### src/hjd_pkg.sv
// hjd_pkg: shared types, constants and jamo tables for the hangul jamo decomposer
// no dependencies; imported by every module of the block
`default_nettype none

package hjd_pkg;

  // code point ranges and special characters
  localparam logic [20:0] SYL_FIRST  = 21'h00AC00;
  localparam logic [20:0] SYL_LAST   = 21'h00D7A3;
  localparam logic [20:0] JAMO_FIRST = 21'h003131;
  localparam logic [20:0] JAMO_LAST  = 21'h00318E;
  localparam logic [20:0] CODE_NL    = 21'h00000A;
  localparam logic [15:0] MEDIAL_FIRST = 16'h314F;
  localparam logic [7:0]  CH_NL    = 8'h0A;
  localparam logic [7:0]  CH_SPACE = 8'h20;

  // utf-8 byte marks
  localparam logic [7:0] UTF8_LEAD3 = 8'hE0;
  localparam logic [7:0] UTF8_CONT  = 8'h80;

  // reciprocal constants: idx / 588 and idx / 28 for idx below 11172
  localparam logic [13:0] LI_RECIP = 14'd14267;
  localparam int          LI_SHIFT = 23;
  localparam logic [13:0] Q_RECIP  = 14'd9363;
  localparam int          Q_SHIFT  = 18;
  localparam logic [4:0]  N_INITIAL = 5'd19;
  localparam logic [4:0]  N_MEDIAL  = 5'd21;
  localparam logic [4:0]  N_FINAL   = 5'd28;

  // most bytes one character can produce
  localparam int MAX_BYTES = 9;

  typedef enum logic [1:0] {
    KIND_JAMO,
    KIND_SYL,
    KIND_NL,
    KIND_OTHER
  } kind_t;

  // one burst of output bytes, bytes[0] goes out first
  typedef struct packed {
    logic [3:0]                 cnt;
    logic [MAX_BYTES-1:0][7:0]  bytes;
  } burst_t;

  // initial consonant index to compatibility jamo
  function automatic logic [15:0] init_jamo(input logic [4:0] li);
    logic [15:0] r;
    case (li)
      5'd0:  r = 16'h3131;
      5'd1:  r = 16'h3132;
      5'd2:  r = 16'h3134;
      5'd3:  r = 16'h3137;
      5'd4:  r = 16'h3138;
      5'd5:  r = 16'h3139;
      5'd6:  r = 16'h3141;
      5'd7:  r = 16'h3142;
      5'd8:  r = 16'h3143;
      5'd9:  r = 16'h3145;
      5'd10: r = 16'h3146;
      5'd11: r = 16'h3147;
      5'd12: r = 16'h3148;
      5'd13: r = 16'h3149;
      5'd14: r = 16'h314A;
      5'd15: r = 16'h314B;
      5'd16: r = 16'h314C;
      5'd17: r = 16'h314D;
      5'd18: r = 16'h314E;
      default: r = 16'h0000;
    endcase
    return r;
  endfunction

  // final consonant index to compatibility jamo, index zero means none
  function automatic logic [15:0] final_jamo(input logic [4:0] ti);
    logic [15:0] r;
    case (ti)
      5'd1:  r = 16'h3131;
      5'd2:  r = 16'h3132;
      5'd3:  r = 16'h3133;
      5'd4:  r = 16'h3134;
      5'd5:  r = 16'h3135;
      5'd6:  r = 16'h3136;
      5'd7:  r = 16'h3137;
      5'd8:  r = 16'h3139;
      5'd9:  r = 16'h313A;
      5'd10: r = 16'h313B;
      5'd11: r = 16'h313C;
      5'd12: r = 16'h313D;
      5'd13: r = 16'h313E;
      5'd14: r = 16'h313F;
      5'd15: r = 16'h3140;
      5'd16: r = 16'h3141;
      5'd17: r = 16'h3142;
      5'd18: r = 16'h3144;
      5'd19: r = 16'h3145;
      5'd20: r = 16'h3146;
      5'd21: r = 16'h3147;
      5'd22: r = 16'h3148;
      5'd23: r = 16'h314A;
      5'd24: r = 16'h314B;
      5'd25: r = 16'h314C;
      5'd26: r = 16'h314D;
      5'd27: r = 16'h314E;
      default: r = 16'h0000;
    endcase
    return r;
  endfunction

  // three-byte utf-8 encoding, first byte in the low bits
  function automatic logic [2:0][7:0] utf8_3(input logic [15:0] c);
    logic [2:0][7:0] r;
    r[0] = UTF8_LEAD3 | {4'h0, c[15:12]};
    r[1] = UTF8_CONT  | {2'b00, c[11:6]};
    r[2] = UTF8_CONT  | {2'b00, c[5:0]};
    return r;
  endfunction

endpackage

`default_nettype wire

### src/hjd_if.sv
// hjd_in_if and hjd_out_if: valid/ready channels of the hangul jamo decomposer
// no dependencies
`default_nettype none

interface hjd_in_if;
  logic       valid;
  logic       ready;
  logic       cmd;
  logic [7:0] data_byte;

  modport source (output valid, output cmd, output data_byte, input ready);
  modport sink   (input valid, input cmd, input data_byte, output ready);
endinterface

interface hjd_out_if;
  logic       valid;
  logic       ready;
  logic [7:0] out_byte;
  logic       last;

  modport source (output valid, output out_byte, output last, input ready);
  modport sink   (input valid, input out_byte, input last, output ready);
endinterface

`default_nettype wire

### src/hjd_split.sv
// hjd_split: classifies a finished code point and builds its output byte burst
// depends on hjd_pkg
`default_nettype none

module hjd_split (
  input  wire logic           clk,
  input  wire logic           rst,
  input  wire logic           push_valid,
  input  wire logic [20:0]    push_code,
  output logic                push_ready,
  output logic                word_valid,
  output hjd_pkg::burst_t     word,
  input  wire logic           word_ready
);
  import hjd_pkg::*;

  logic        a_valid;
  logic [20:0] a_code;
  logic        a_adv;

  kind_t       a_kind;
  logic [13:0] a_idx;
  logic [15:0] a_diff;
  logic [27:0] li_prod;
  logic [27:0] q_prod;

  logic        b_valid;
  kind_t       b_kind;
  logic [15:0] b_code;
  logic [13:0] b_idx;
  logic [4:0]  b_li;
  logic [8:0]  b_q28;

  logic [13:0] q28x;
  logic [13:0] ti_full;
  logic [8:0]  li21;
  logic [8:0]  vi_full;
  logic [4:0]  vi;
  logic [4:0]  ti;
  logic        prev_was_space;
  burst_t      burst;

  // stage handshakes
  assign a_adv      = !b_valid || word_ready;
  assign push_ready = !a_valid || a_adv;
  assign word_valid = b_valid;
  assign word       = burst;

  // stage a: finished code point
  always_ff @(posedge clk) begin
    if (rst) begin
      a_valid <= 1'b0;
    end else if (push_ready) begin
      a_valid <= push_valid;
    end
  end

  always_ff @(posedge clk) begin
    if (push_ready && push_valid) begin
      a_code <= push_code;
    end
  end

  // classify and divide the syllable index by 588 and by 28
  always_comb begin
    if (a_code inside {[JAMO_FIRST:JAMO_LAST]}) begin
      a_kind = KIND_JAMO;
    end else if (a_code inside {[SYL_FIRST:SYL_LAST]}) begin
      a_kind = KIND_SYL;
    end else if (a_code == CODE_NL) begin
      a_kind = KIND_NL;
    end else begin
      a_kind = KIND_OTHER;
    end
  end

  assign a_diff  = a_code[15:0] - SYL_FIRST[15:0];
  assign a_idx   = a_diff[13:0];
  assign li_prod = {14'd0, a_idx} * {14'd0, LI_RECIP};
  assign q_prod  = {14'd0, a_idx} * {14'd0, Q_RECIP};

  // stage b: classified code point with quotients
  always_ff @(posedge clk) begin
    if (rst) begin
      b_valid <= 1'b0;
    end else if (a_adv) begin
      b_valid <= a_valid;
    end
  end

  always_ff @(posedge clk) begin
    if (a_adv && a_valid) begin
      b_kind <= a_kind;
      b_code <= a_code[15:0];
      b_idx  <= a_idx;
      b_li   <= li_prod[LI_SHIFT +: 5];
      b_q28  <= q_prod[Q_SHIFT +: 9];
    end
  end

  // remainders: ti = idx - 28 * q, vi = q - 21 * li
  assign q28x    = {b_q28, 5'b00000} - {3'b000, b_q28, 2'b00};
  assign ti_full = b_idx - q28x;
  assign ti      = ti_full[4:0];
  assign li21    = {b_li, 4'b0000} + {2'b00, b_li, 2'b00} + {4'b0000, b_li};
  assign vi_full = b_q28 - li21;
  assign vi      = vi_full[4:0];

  // output burst
  always_comb begin
    burst = '0;
    case (b_kind)
      KIND_JAMO: begin
        burst.cnt        = 4'd3;
        burst.bytes[2:0] = utf8_3(b_code);
      end
      KIND_SYL: begin
        burst.bytes[2:0] = utf8_3(init_jamo(b_li));
        burst.bytes[5:3] = utf8_3(MEDIAL_FIRST + {11'd0, vi});
        burst.bytes[8:6] = utf8_3(final_jamo(ti));
        burst.cnt        = (ti != 5'd0) ? 4'd9 : 4'd6;
      end
      KIND_NL: begin
        burst.cnt      = 4'd1;
        burst.bytes[0] = CH_NL;
      end
      default: begin
        burst.cnt      = prev_was_space ? 4'd0 : 4'd1;
        burst.bytes[0] = CH_SPACE;
      end
    endcase
  end

  // space collapsing state
  always_ff @(posedge clk) begin
    if (rst) begin
      prev_was_space <= 1'b0;
    end else if (b_valid && word_ready) begin
      prev_was_space <= (b_kind == KIND_OTHER);
    end
  end

  // syllable indices stay in their tables
  a_syl_range: assert property (@(posedge clk) disable iff (rst)
    (b_valid && b_kind == KIND_SYL) |-> (b_li < N_INITIAL && vi < N_MEDIAL && ti < N_FINAL))
    else $error("syllable index out of range");

  // a stalled stage a keeps its code point
  a_stage_hold: assert property (@(posedge clk) disable iff (rst)
    (a_valid && !a_adv) |=> (a_valid && $stable(a_code)))
    else $error("stage a lost its code point under stall");

  // a stalled stage b keeps its word
  b_stage_hold: assert property (@(posedge clk) disable iff (rst)
    (b_valid && !word_ready) |=> (b_valid && $stable(b_kind) && $stable(b_code)))
    else $error("stage b lost its word under stall");

endmodule

`default_nettype wire

### src/hangul_jamo_decomposer_core.sv
// hangul_jamo_decomposer_core: utf-8 gathering, burst output register and top level
// depends on hjd_pkg, hjd_if and hjd_split
//
// usage
//   in_ch carries one word per input byte: cmd 0 with a utf-8 byte in data_byte,
//   or cmd 1 to flush the character still being gathered at end of stream.
//   out_ch carries one utf-8 byte per word; last marks the final byte caused by
//   one input word. a character is emitted when the next lead or ascii byte
//   arrives, or on a flush.
// pipeline and throughput
//   the first output byte of a character becomes valid from the burst register
//   after the input word that ends it (the next lead or ascii byte, or a flush)
//   is accepted: it passes two register stages of classification and index
//   splitting, then the burst register. in_ch takes one word per cycle while
//   each character yields at most one byte and out_ch does not stall; a
//   character's burst of 0, 1, 3, 6 or 9 bytes leaves at one byte per cycle
//   from the burst shift register while out_ch is ready. a new burst loads in
//   the cycle the last byte of the previous one is taken.
// reset and stall
//   rst (synchronous) clears the gathered code point, the space state and all
//   stage valid flags. when out_ch stalls, the burst register holds, then the
//   two stages fill, then in_ch.ready drops.
`default_nettype none

module hangul_jamo_decomposer_core (
  input  wire logic  clk,
  input  wire logic  rst,
  hjd_in_if.sink     in_ch,
  hjd_out_if.source  out_ch
);
  import hjd_pkg::*;

  logic        pending_valid;
  logic [20:0] pending_code;
  logic [20:0] start_code;
  logic        in_take;
  logic        is_cont;
  logic        emits;
  logic        push_valid;
  logic        push_ready;

  logic        word_valid;
  burst_t      word;
  logic        word_ready;
  logic        out_take;

  logic [3:0]                burst_cnt;
  logic [MAX_BYTES-1:0][7:0] burst_bytes;

  assign in_take    = in_ch.valid && in_ch.ready;
  assign is_cont    = (in_ch.data_byte[7:6] == 2'b10);
  assign emits      = pending_valid && (in_ch.cmd || !is_cont);
  assign push_valid = in_ch.valid && emits;
  assign in_ch.ready = push_ready;

  // payload bits of a lead or ascii byte
  always_comb begin
    if (!in_ch.data_byte[7]) begin
      start_code = {13'd0, in_ch.data_byte};
    end else if (in_ch.data_byte[7:5] == 3'b110) begin
      start_code = {16'd0, in_ch.data_byte[4:0]};
    end else if (in_ch.data_byte[7:4] == 4'b1110) begin
      start_code = {17'd0, in_ch.data_byte[3:0]};
    end else begin
      start_code = {18'd0, in_ch.data_byte[2:0]};
    end
  end

  // code point gathering
  always_ff @(posedge clk) begin
    if (rst) begin
      pending_valid <= 1'b0;
      pending_code  <= '0;
    end else if (in_take) begin
      if (in_ch.cmd) begin
        pending_valid <= 1'b0;
        pending_code  <= '0;
      end else if (is_cont) begin
        if (pending_valid) begin
          pending_code <= {pending_code[14:0], in_ch.data_byte[5:0]};
        end
      end else begin
        pending_valid <= 1'b1;
        pending_code  <= start_code;
      end
    end
  end

  hjd_split u_split (
    .clk        (clk),
    .rst        (rst),
    .push_valid (push_valid),
    .push_code  (pending_code),
    .push_ready (push_ready),
    .word_valid (word_valid),
    .word       (word),
    .word_ready (word_ready)
  );

  // burst shift register
  assign out_take   = out_ch.valid && out_ch.ready;
  assign word_ready = (burst_cnt == 4'd0) || (burst_cnt == 4'd1 && out_take);

  always_ff @(posedge clk) begin
    if (rst) begin
      burst_cnt <= '0;
    end else if (word_valid && word_ready) begin
      burst_cnt <= word.cnt;
    end else if (out_take) begin
      burst_cnt <= burst_cnt - 4'd1;
    end
  end

  always_ff @(posedge clk) begin
    if (word_valid && word_ready) begin
      burst_bytes <= word.bytes;
    end else if (out_take) begin
      burst_bytes <= {8'h00, burst_bytes[MAX_BYTES-1:1]};
    end
  end

  assign out_ch.valid    = (burst_cnt != 4'd0);
  assign out_ch.out_byte = burst_bytes[0];
  assign out_ch.last     = (burst_cnt == 4'd1);

  // a burst keeps going after a byte is taken
  a_burst_cont: assert property (@(posedge clk) disable iff (rst)
    (out_take && burst_cnt > 4'd1) |=> (out_ch.valid && burst_cnt == $past(burst_cnt) - 4'd1))
    else $error("burst dropped bytes");

  // a lead or ascii byte starts a new code point
  a_lead_starts: assert property (@(posedge clk) disable iff (rst)
    (in_take && !in_ch.cmd && !is_cont) |=> pending_valid)
    else $error("lead byte did not start a code point");

  // a flush leaves nothing pending
  a_flush_clears: assert property (@(posedge clk) disable iff (rst)
    (in_take && in_ch.cmd) |=> (!pending_valid && pending_code == '0))
    else $error("flush left a code point pending");

endmodule

`default_nettype wire
### src/flat_wrapper.sv
// flat-port wrapper written by rule: the top's interface ports become plain ports
module hangul_jamo_decomposer_core_flat import hjd_pkg::*;
  (clk, rst, in_ch_valid, in_ch_cmd, in_ch_data_byte, in_ch_ready, out_ch_valid, out_ch_out_byte, out_ch_last, out_ch_ready);
  hjd_in_if in_ch_i ();
  hjd_out_if out_ch_i ();
  input  wire logic clk;
  input  wire logic rst;
  input wire logic [$bits(in_ch_i.valid)-1:0] in_ch_valid;
  input wire logic [$bits(in_ch_i.cmd)-1:0] in_ch_cmd;
  input wire logic [$bits(in_ch_i.data_byte)-1:0] in_ch_data_byte;
  output wire logic [$bits(in_ch_i.ready)-1:0] in_ch_ready;
  output wire logic [$bits(out_ch_i.valid)-1:0] out_ch_valid;
  output wire logic [$bits(out_ch_i.out_byte)-1:0] out_ch_out_byte;
  output wire logic [$bits(out_ch_i.last)-1:0] out_ch_last;
  input wire logic [$bits(out_ch_i.ready)-1:0] out_ch_ready;
  assign in_ch_i.valid = in_ch_valid;
  assign in_ch_i.cmd = in_ch_cmd;
  assign in_ch_i.data_byte = in_ch_data_byte;
  assign in_ch_ready = in_ch_i.ready;
  assign out_ch_valid = out_ch_i.valid;
  assign out_ch_out_byte = out_ch_i.out_byte;
  assign out_ch_last = out_ch_i.last;
  assign out_ch_i.ready = out_ch_ready;
  hangul_jamo_decomposer_core u_core (.clk(clk), .rst(rst), .in_ch(in_ch_i), .out_ch(out_ch_i));
endmodule
### config.mk
export PLATFORM = sky130hd
export DESIGN_NAME = hangul_jamo_decomposer_core_flat
export DESIGN_NICKNAME = d
export VERILOG_FILES = /design/src/hjd_pkg.sv /design/src/hjd_if.sv /design/src/hjd_split.sv /design/src/hangul_jamo_decomposer_core.sv /design/src/flat_wrapper.sv
export SDC_FILE = /design/constraint.sdc
export NUM_CORES = 1
export LEC_CHECK = 0
export BUFFER_PORTS_ARGS = -buffer_cell sky130_fd_sc_hd__buf_2
export CAP_MARGIN = 20
export CORE_AREA = 2 2 211 213
export DETAILED_ROUTE_END_ITERATION = 12
export DIE_AREA = 0 0 213 215
export PLACE_DENSITY = 0.53
export SYNTH_ARGS = -nofsm -noshare
export SYNTH_HDL_FRONTEND = slang
export SYNTH_SLANG_ARGS = --single-unit
### constraint.sdc
create_clock -name clk -period 6.5 [get_ports clk]
set_input_delay 0.65 -clock clk [delete_from_list [all_inputs] [get_ports clk]]
set_output_delay 0.65 -clock clk [all_outputs]
set_load 0.01 [all_outputs]
======== Word level (Yosys, flattened, before mapping) ========
Memories as Yosys holds them, arrays and structs flattened. A register that Yosys moved wholly into a read port is not among the register bits.
Cells that the tools add are included.
word-level totals
  register bits ........................... 155
  memory bits (read-only) ................. 640
  output and inout port bits .............. 11
  logic and storage cells ................. 94
  memories kept ........................... 2
memory list
  memory           words  width  rd ports  clocked after memory_dff  write ports  RTL line       text
  (no name shown)  32     10     1         1                         0            hjd_pkg.sv:49  case (li)
  (no name shown)  32     10     1         0                         0            hjd_pkg.sv:77  case (ti)
cells by class
  add/subtract/negate cells ............... 8
  $mul .................................... 2
  $lt $le $gt $ge ......................... 4
  equal/unequal tests ..................... 10
  mux-type cells .......................... 21
  reduce and logical (&&, ||, !) cells .... 25
operators by type and width
  cell                                                              number
  two-way mux 72 bit                                                2
  two-way mux 21 bit                                                5
  two-way mux 48 bit                                                1
  case mux 16 bit (2 select lines)                                  1
  multiplier 14 x 14 -> 28 bit, second input constant               1
  case mux 8 bit (3 select lines)                                   1
  multiplier 14 x 14 -> 23 bit, second input constant               1
  == test 21 x 4 -> 1 bit, second input constant                    1
  >= comparator 21 x 14 -> 1 bit, second input constant             1
  >= comparator 21 x 16 -> 1 bit, second input constant             1
  less-or-equal comparator 21 x 14 -> 1 bit, second input constant  1
  less-or-equal comparator 21 x 16 -> 1 bit, second input constant  1
  two-way mux 4 bit                                                 4
  adder 14 x 5 -> 15 bit, first input constant                      1
  subtractor 14 bit, second input constant                          1
  case mux 4 bit (3 select lines)                                   1
  adder 5 bit                                                       2
  logical AND 1 bit                                                 10
  subtractor 5 bit                                                  2
  == test 2 bit, second input constant                              3
  two-way mux 1 bit                                                 5
  two-way mux 5 bit                                                 1
  nonzero test 5 bit                                                1
  subtractor 1 x 5 -> 5 bit, first input constant                   1
  15 further kinds                                                  21

======== Logic depth before layout (Yosys ltp) ========
  word-level depth ........................ 8
  depth in mapped cells ................... 25

======== Modules after synthesis ========
From an unflattened synthesis, not the netlist that was laid out.
second synthesis, totals
  cell total of the unflattened synthesis .. 1,411
  area, all modules ....................... 14,247.4 µm²
modules (own cells, without submodules)
  module                       times used  cells each  area each (µm²)  seq. area each (µm²)
  hjd_split                    1           981         9,993.3          1,671.6
  hangul_jamo_decomposer_core  1           430         4,254.1          2,682.6

======== Worst setup path after synthesis ========
OpenSTA, ideal clock, no wires.
  path kind ............................... reg-to-reg
  start ................................... register u_core.u_split.a_code[10]
  end ..................................... register with a tool-made name
  library setup time ...................... 0.075 ns
  data arrival time ....................... 6.514 ns
  required time ........................... 6.425 ns
  path slack .............................. -0.089 ns
  stages on the path, launching flop included .. 24
  path buffers ............................ 0
  cell sequence ........................... edfxtp_1 ha_1 xor2_1 inv_1 ha_1 xnor2_1 fa_1 fa_1 fa_1 inv_1 ha_1 ha_1 ha_1 nand4_1 o21bai_1 a211o_1 o31a_1 nand2_1 xnor2_1 a21oi_1 ha_1 xnor2_1 mux2_1 o22ai_1
RTL lines
  item                    RTL line         text
  from (decl)             hjd_split.sv:18  logic [20:0] a_code;
  from (signal assigned)  hjd_split.sv:60  a_code <= push_code;

==> results_dict.tcl <==
set metrics [dict create \
    dr.first_iter.drc_count 520 \
    drc_errors 0 \
    skew_ns 0.00970 \
    grt_max_degree 76 \
    wl_per_cell_um 15.7 \
    yosysWarnings 0 \
    hold_violations 0 \
    slowest_delay_ns 0.56 \
    layout_common_cells "ha_1 (216), inv_1 (190), fa_1 (119), edfxtp_1 (116), nand2_1 (84)" \
    hold_class "reg -> reg" \
    relSlewSlack_pct 36.5 \
    grt_pass1_vias 9191 \
    netlist_instances 1219 \
    clkPwrFrac_pct 15.4 \
    synth_area_leaders "edfxtp_1 (26%), ha_1 (21%), fa_1 (18%)" \
    drive_above_1_share_pct 13.8 \
    dr.pass1.iters 5 \
    slew_violations 0 \
    crit_chain "ha_2 > xor2_2 > inv_2 > ha_4 > xnor2_2 > fa_1 > fa_1 > fa_1 > inv_1 > ha_1 > ha_1 > ha_1 > nand4_1 > o21bai_2 > a211o_1 > o31a_1 > buf_4 > a2111oi_4 > nor3b_4 > xnor2_1 > mux2_1 > o22ai_2" \
    start_kind "register" \
    setup_viol 0 \
    synth-compound-area-share_pct 9.51 \
    synth-seq-cells 152 \
    cts_made_buffers 17 \
    setup_ws_ns 0.244 \
    synthAdderAreaFrac_pct 39.1 \
    cp.arrival_ns 6.61 \
    cts.sink_count 152 \
    syn-num-nets 1577 \
    start_util_pct 30.6 \
    fp-row-count 77 \
    fin_crit_ns 6.26 \
    dr_total_vias 8744 \
    fp.dieArea_sq_um 45800 \
    dp.cells 1841 \
    synth_mux_area_share_pct 1.40 \
    p_per_area_nw_per_um2 394 \
    antenna_cells 0 \
    finalNetCount 1648 \
    hold_depth 0 \
    worstSetupStartpoint "u_core.u_split.a_code[10]$_DFFE_PP_" \
    hold_end "u_core.u_split.a_code[20]$_DFFE_PP_" \
    fin_area_sq_um 15300 \
    globalplace.congestion 0.868 \
    grt_pass1_wl_um 49100 \
    leakage_nw 6.96 \
    viasPerCell 4.61 \
    tightest_slew_ns 0.949 \
    p_seq_share_pct 24.9 \
    ys_seq_area_share_pct 31.5 \
    status "complete, no violations" \
    period_share_pct 96.2 \
    io_pins 24 \
    synth_cell_types 77 \
    fin_total_pwr_w 0.00604 \
    clkSlewWorstSetupHoldPaths_ns 0.06 \
    p_comb_share_pct 59.7 \
    worst-setup-path-type "reg -> reg" \
    fin_util_pct 35.1 \
    die_y_um 215 \
    drt_wl_total_um 29800 \
    grt.total_usage_pct 13.7 \
    switchingPower_w 0.00253 \
    ys_async_sr_fraction_pct 0 \
    final_common_cell "ha_1" \
    post_dp_cell_area_sq_um 14400 \
    rrSetupSlack_ns 0.24 \
    worst_r2r_startpoint "u_core.u_split.a_code[10]$_DFFE_PP_" \
    cap_viol_max_count 0 \
    synthXorXnorAreaFrac_pct 2.75 \
    cts_root_buf "clkbuf_16" \
    internal-power_w 0.00351 \
    cp.required_ns 6.86 \
    cts_tree "done" \
    cts.htree.levels 4 \
    globalRoute.totalOverflow 0 \
    max_freq_mhz 160 \
    synth_edf_count 116 \
    dp_hpwl_um 23600 \
    worst_setup_path_end_kind "register" \
    area_growth_pct 14.5 \
    reg2regPathDepth 22 \
    switching_share_pct 41.9 \
    yosysTopAreaCellShare_pct 26.1 \
    yosysTopAreaCell "edfxtp_1" \
    yosys.area_share.simple_pct 8.86 \
    pre_cts_slack_ns -0.156 \
    antenna_found_initial 0 \
    die_w_um 213 \
    vdd_drop_max_mv 0.367 \
    portBuffers 23 \
    clk_latency_ns 0.43 \
    holdCritStartpoint "u_core.pending_code[20]$_SDFFE_PP0P_" \
    synth_area_sq_um 13400 \
    fp.coreArea_sq_um 43600 \
    worstPathMaxFanout 10 \
    critical-path-slowest-cell "fa_1" \
    cts_buffer_depth 2 \
    ant_nets 0 \
    ys.flop_type "edfxtp_1" \
    synth.avg_cell_area_sq_um 11.0 \
    synth_top_family_by_area "adder cells" \
    fin_cells 1895 \
    cts_hold_buffers 0 \
]
layout make-up:
| class | instances | area (sq um) |
|---|---|---|
| well taps | 592 | 741 |
| repair buffers | 87 | 622 |
| fillers | 4330 | 28300 |
| inverters | 201 | 756 |
| clock inverters | 15 | 125 |
| clock buffers | 17 | 425 |
| multi-input cells | 831 | 8430 |
| flip-flops and latches | 152 | 4200 |
synth_stat cells (13+ instances only):
cell type	count
mux2i_1	13
fa_1	121
ha_1	224
xor2_1	14
a21o_1	22
o21ai_0	31
nand3_1	22
dfxtp_1	36
nor2_1	58
xnor2_1	28
and2_1	21
inv_1	199
a21oi_1	44
edfxtp_1	116
nand2_1	85
clkbuf_1	24
a22oi_1	17
flip-flops by register name, indices dropped and copies added, names as in the netlist, named ones only:
register	cells
u_core.burst_cnt	4
u_core.u_split.b_li	5
u_core.u_split.b_q28	5
u_core.u_split.a_valid	1
u_core.u_split.a_code	21
u_core.u_split.b_code	16
u_core.pending_valid	1
u_core.u_split.b_kind	2
u_core.burst_bytes	59
u_core.u_split.prev_was_space	1
u_core.u_split.word_valid	1
u_core.pending_code	21
u_core.out_ch.out_byte	8
what timing repair did:
action,in CTS,in global routing
cloned,0,0
pin swaps,0,12
endpoints found under the setup margin,5,6
gates resized for setup,2,40
buffers inserted,5,16
metal layers:
layer / part of all wire, % / track usage, % / wire length [um]
met1: 49 / 19.4 / 14500
met4: 0.98 / 2.82 / 293
met5: 0 / 0 / 0
met3: 2.9 / 2.08 / 871
met2: 48 / 22.1 / 14200
critical path: cells and delay by family (launching register included):
kind            cells  cell delay (ns)
fa+ha+maj           8             2.97
compound gates      5             1.26
xor+xnor            3             0.55
flops               1             0.48
buf+inv             3             0.33
mux                 1             0.30
simple gates        2             0.29
cells by family after synthesis:
family,Yosys count
and+or+nand+nor,245
buffers and inverters,236
adders and majority gates,345
DFF,152
muxes,18
xor gates and xnor gates,42
AOI/OAI and AO/OA,181
stage by stage:
| stage | hold WS [ns] | setup TNS [ns] |
|---|---|---|
| after floorplan | 0.409 | 0 |
| after global placement | 0.421 | 0 |
| after detailed placement | 0.422 | -0.288 |
| after CTS | 0.441 | 0 |
| after global routing | 0.453 | -0.0454 |
| final | 0.440 | 0 |
worst max path at each step:
stage | end | cells after the start
2_1_floorplan | register | 22
3_3_place_gp | register | 23
3_5_place_dp | register | 23
5_1_grt | register | 24
6_report | register | 22
4_1_cts | register | 23
power by group through the flow:
stage          Clock [W]  Combinational, W  Sequential [W]
2_1_floorplan          0           0.00251         0.00150
3_3_place_gp           0           0.00331         0.00152
3_5_place_dp           0           0.00337         0.00152
4_1_cts         0.000955           0.00341         0.00150
5_1_grt         0.000989           0.00417         0.00153
6_report        0.000932           0.00360         0.00150
No activity file was read; power rests on OpenSTA's default activity.
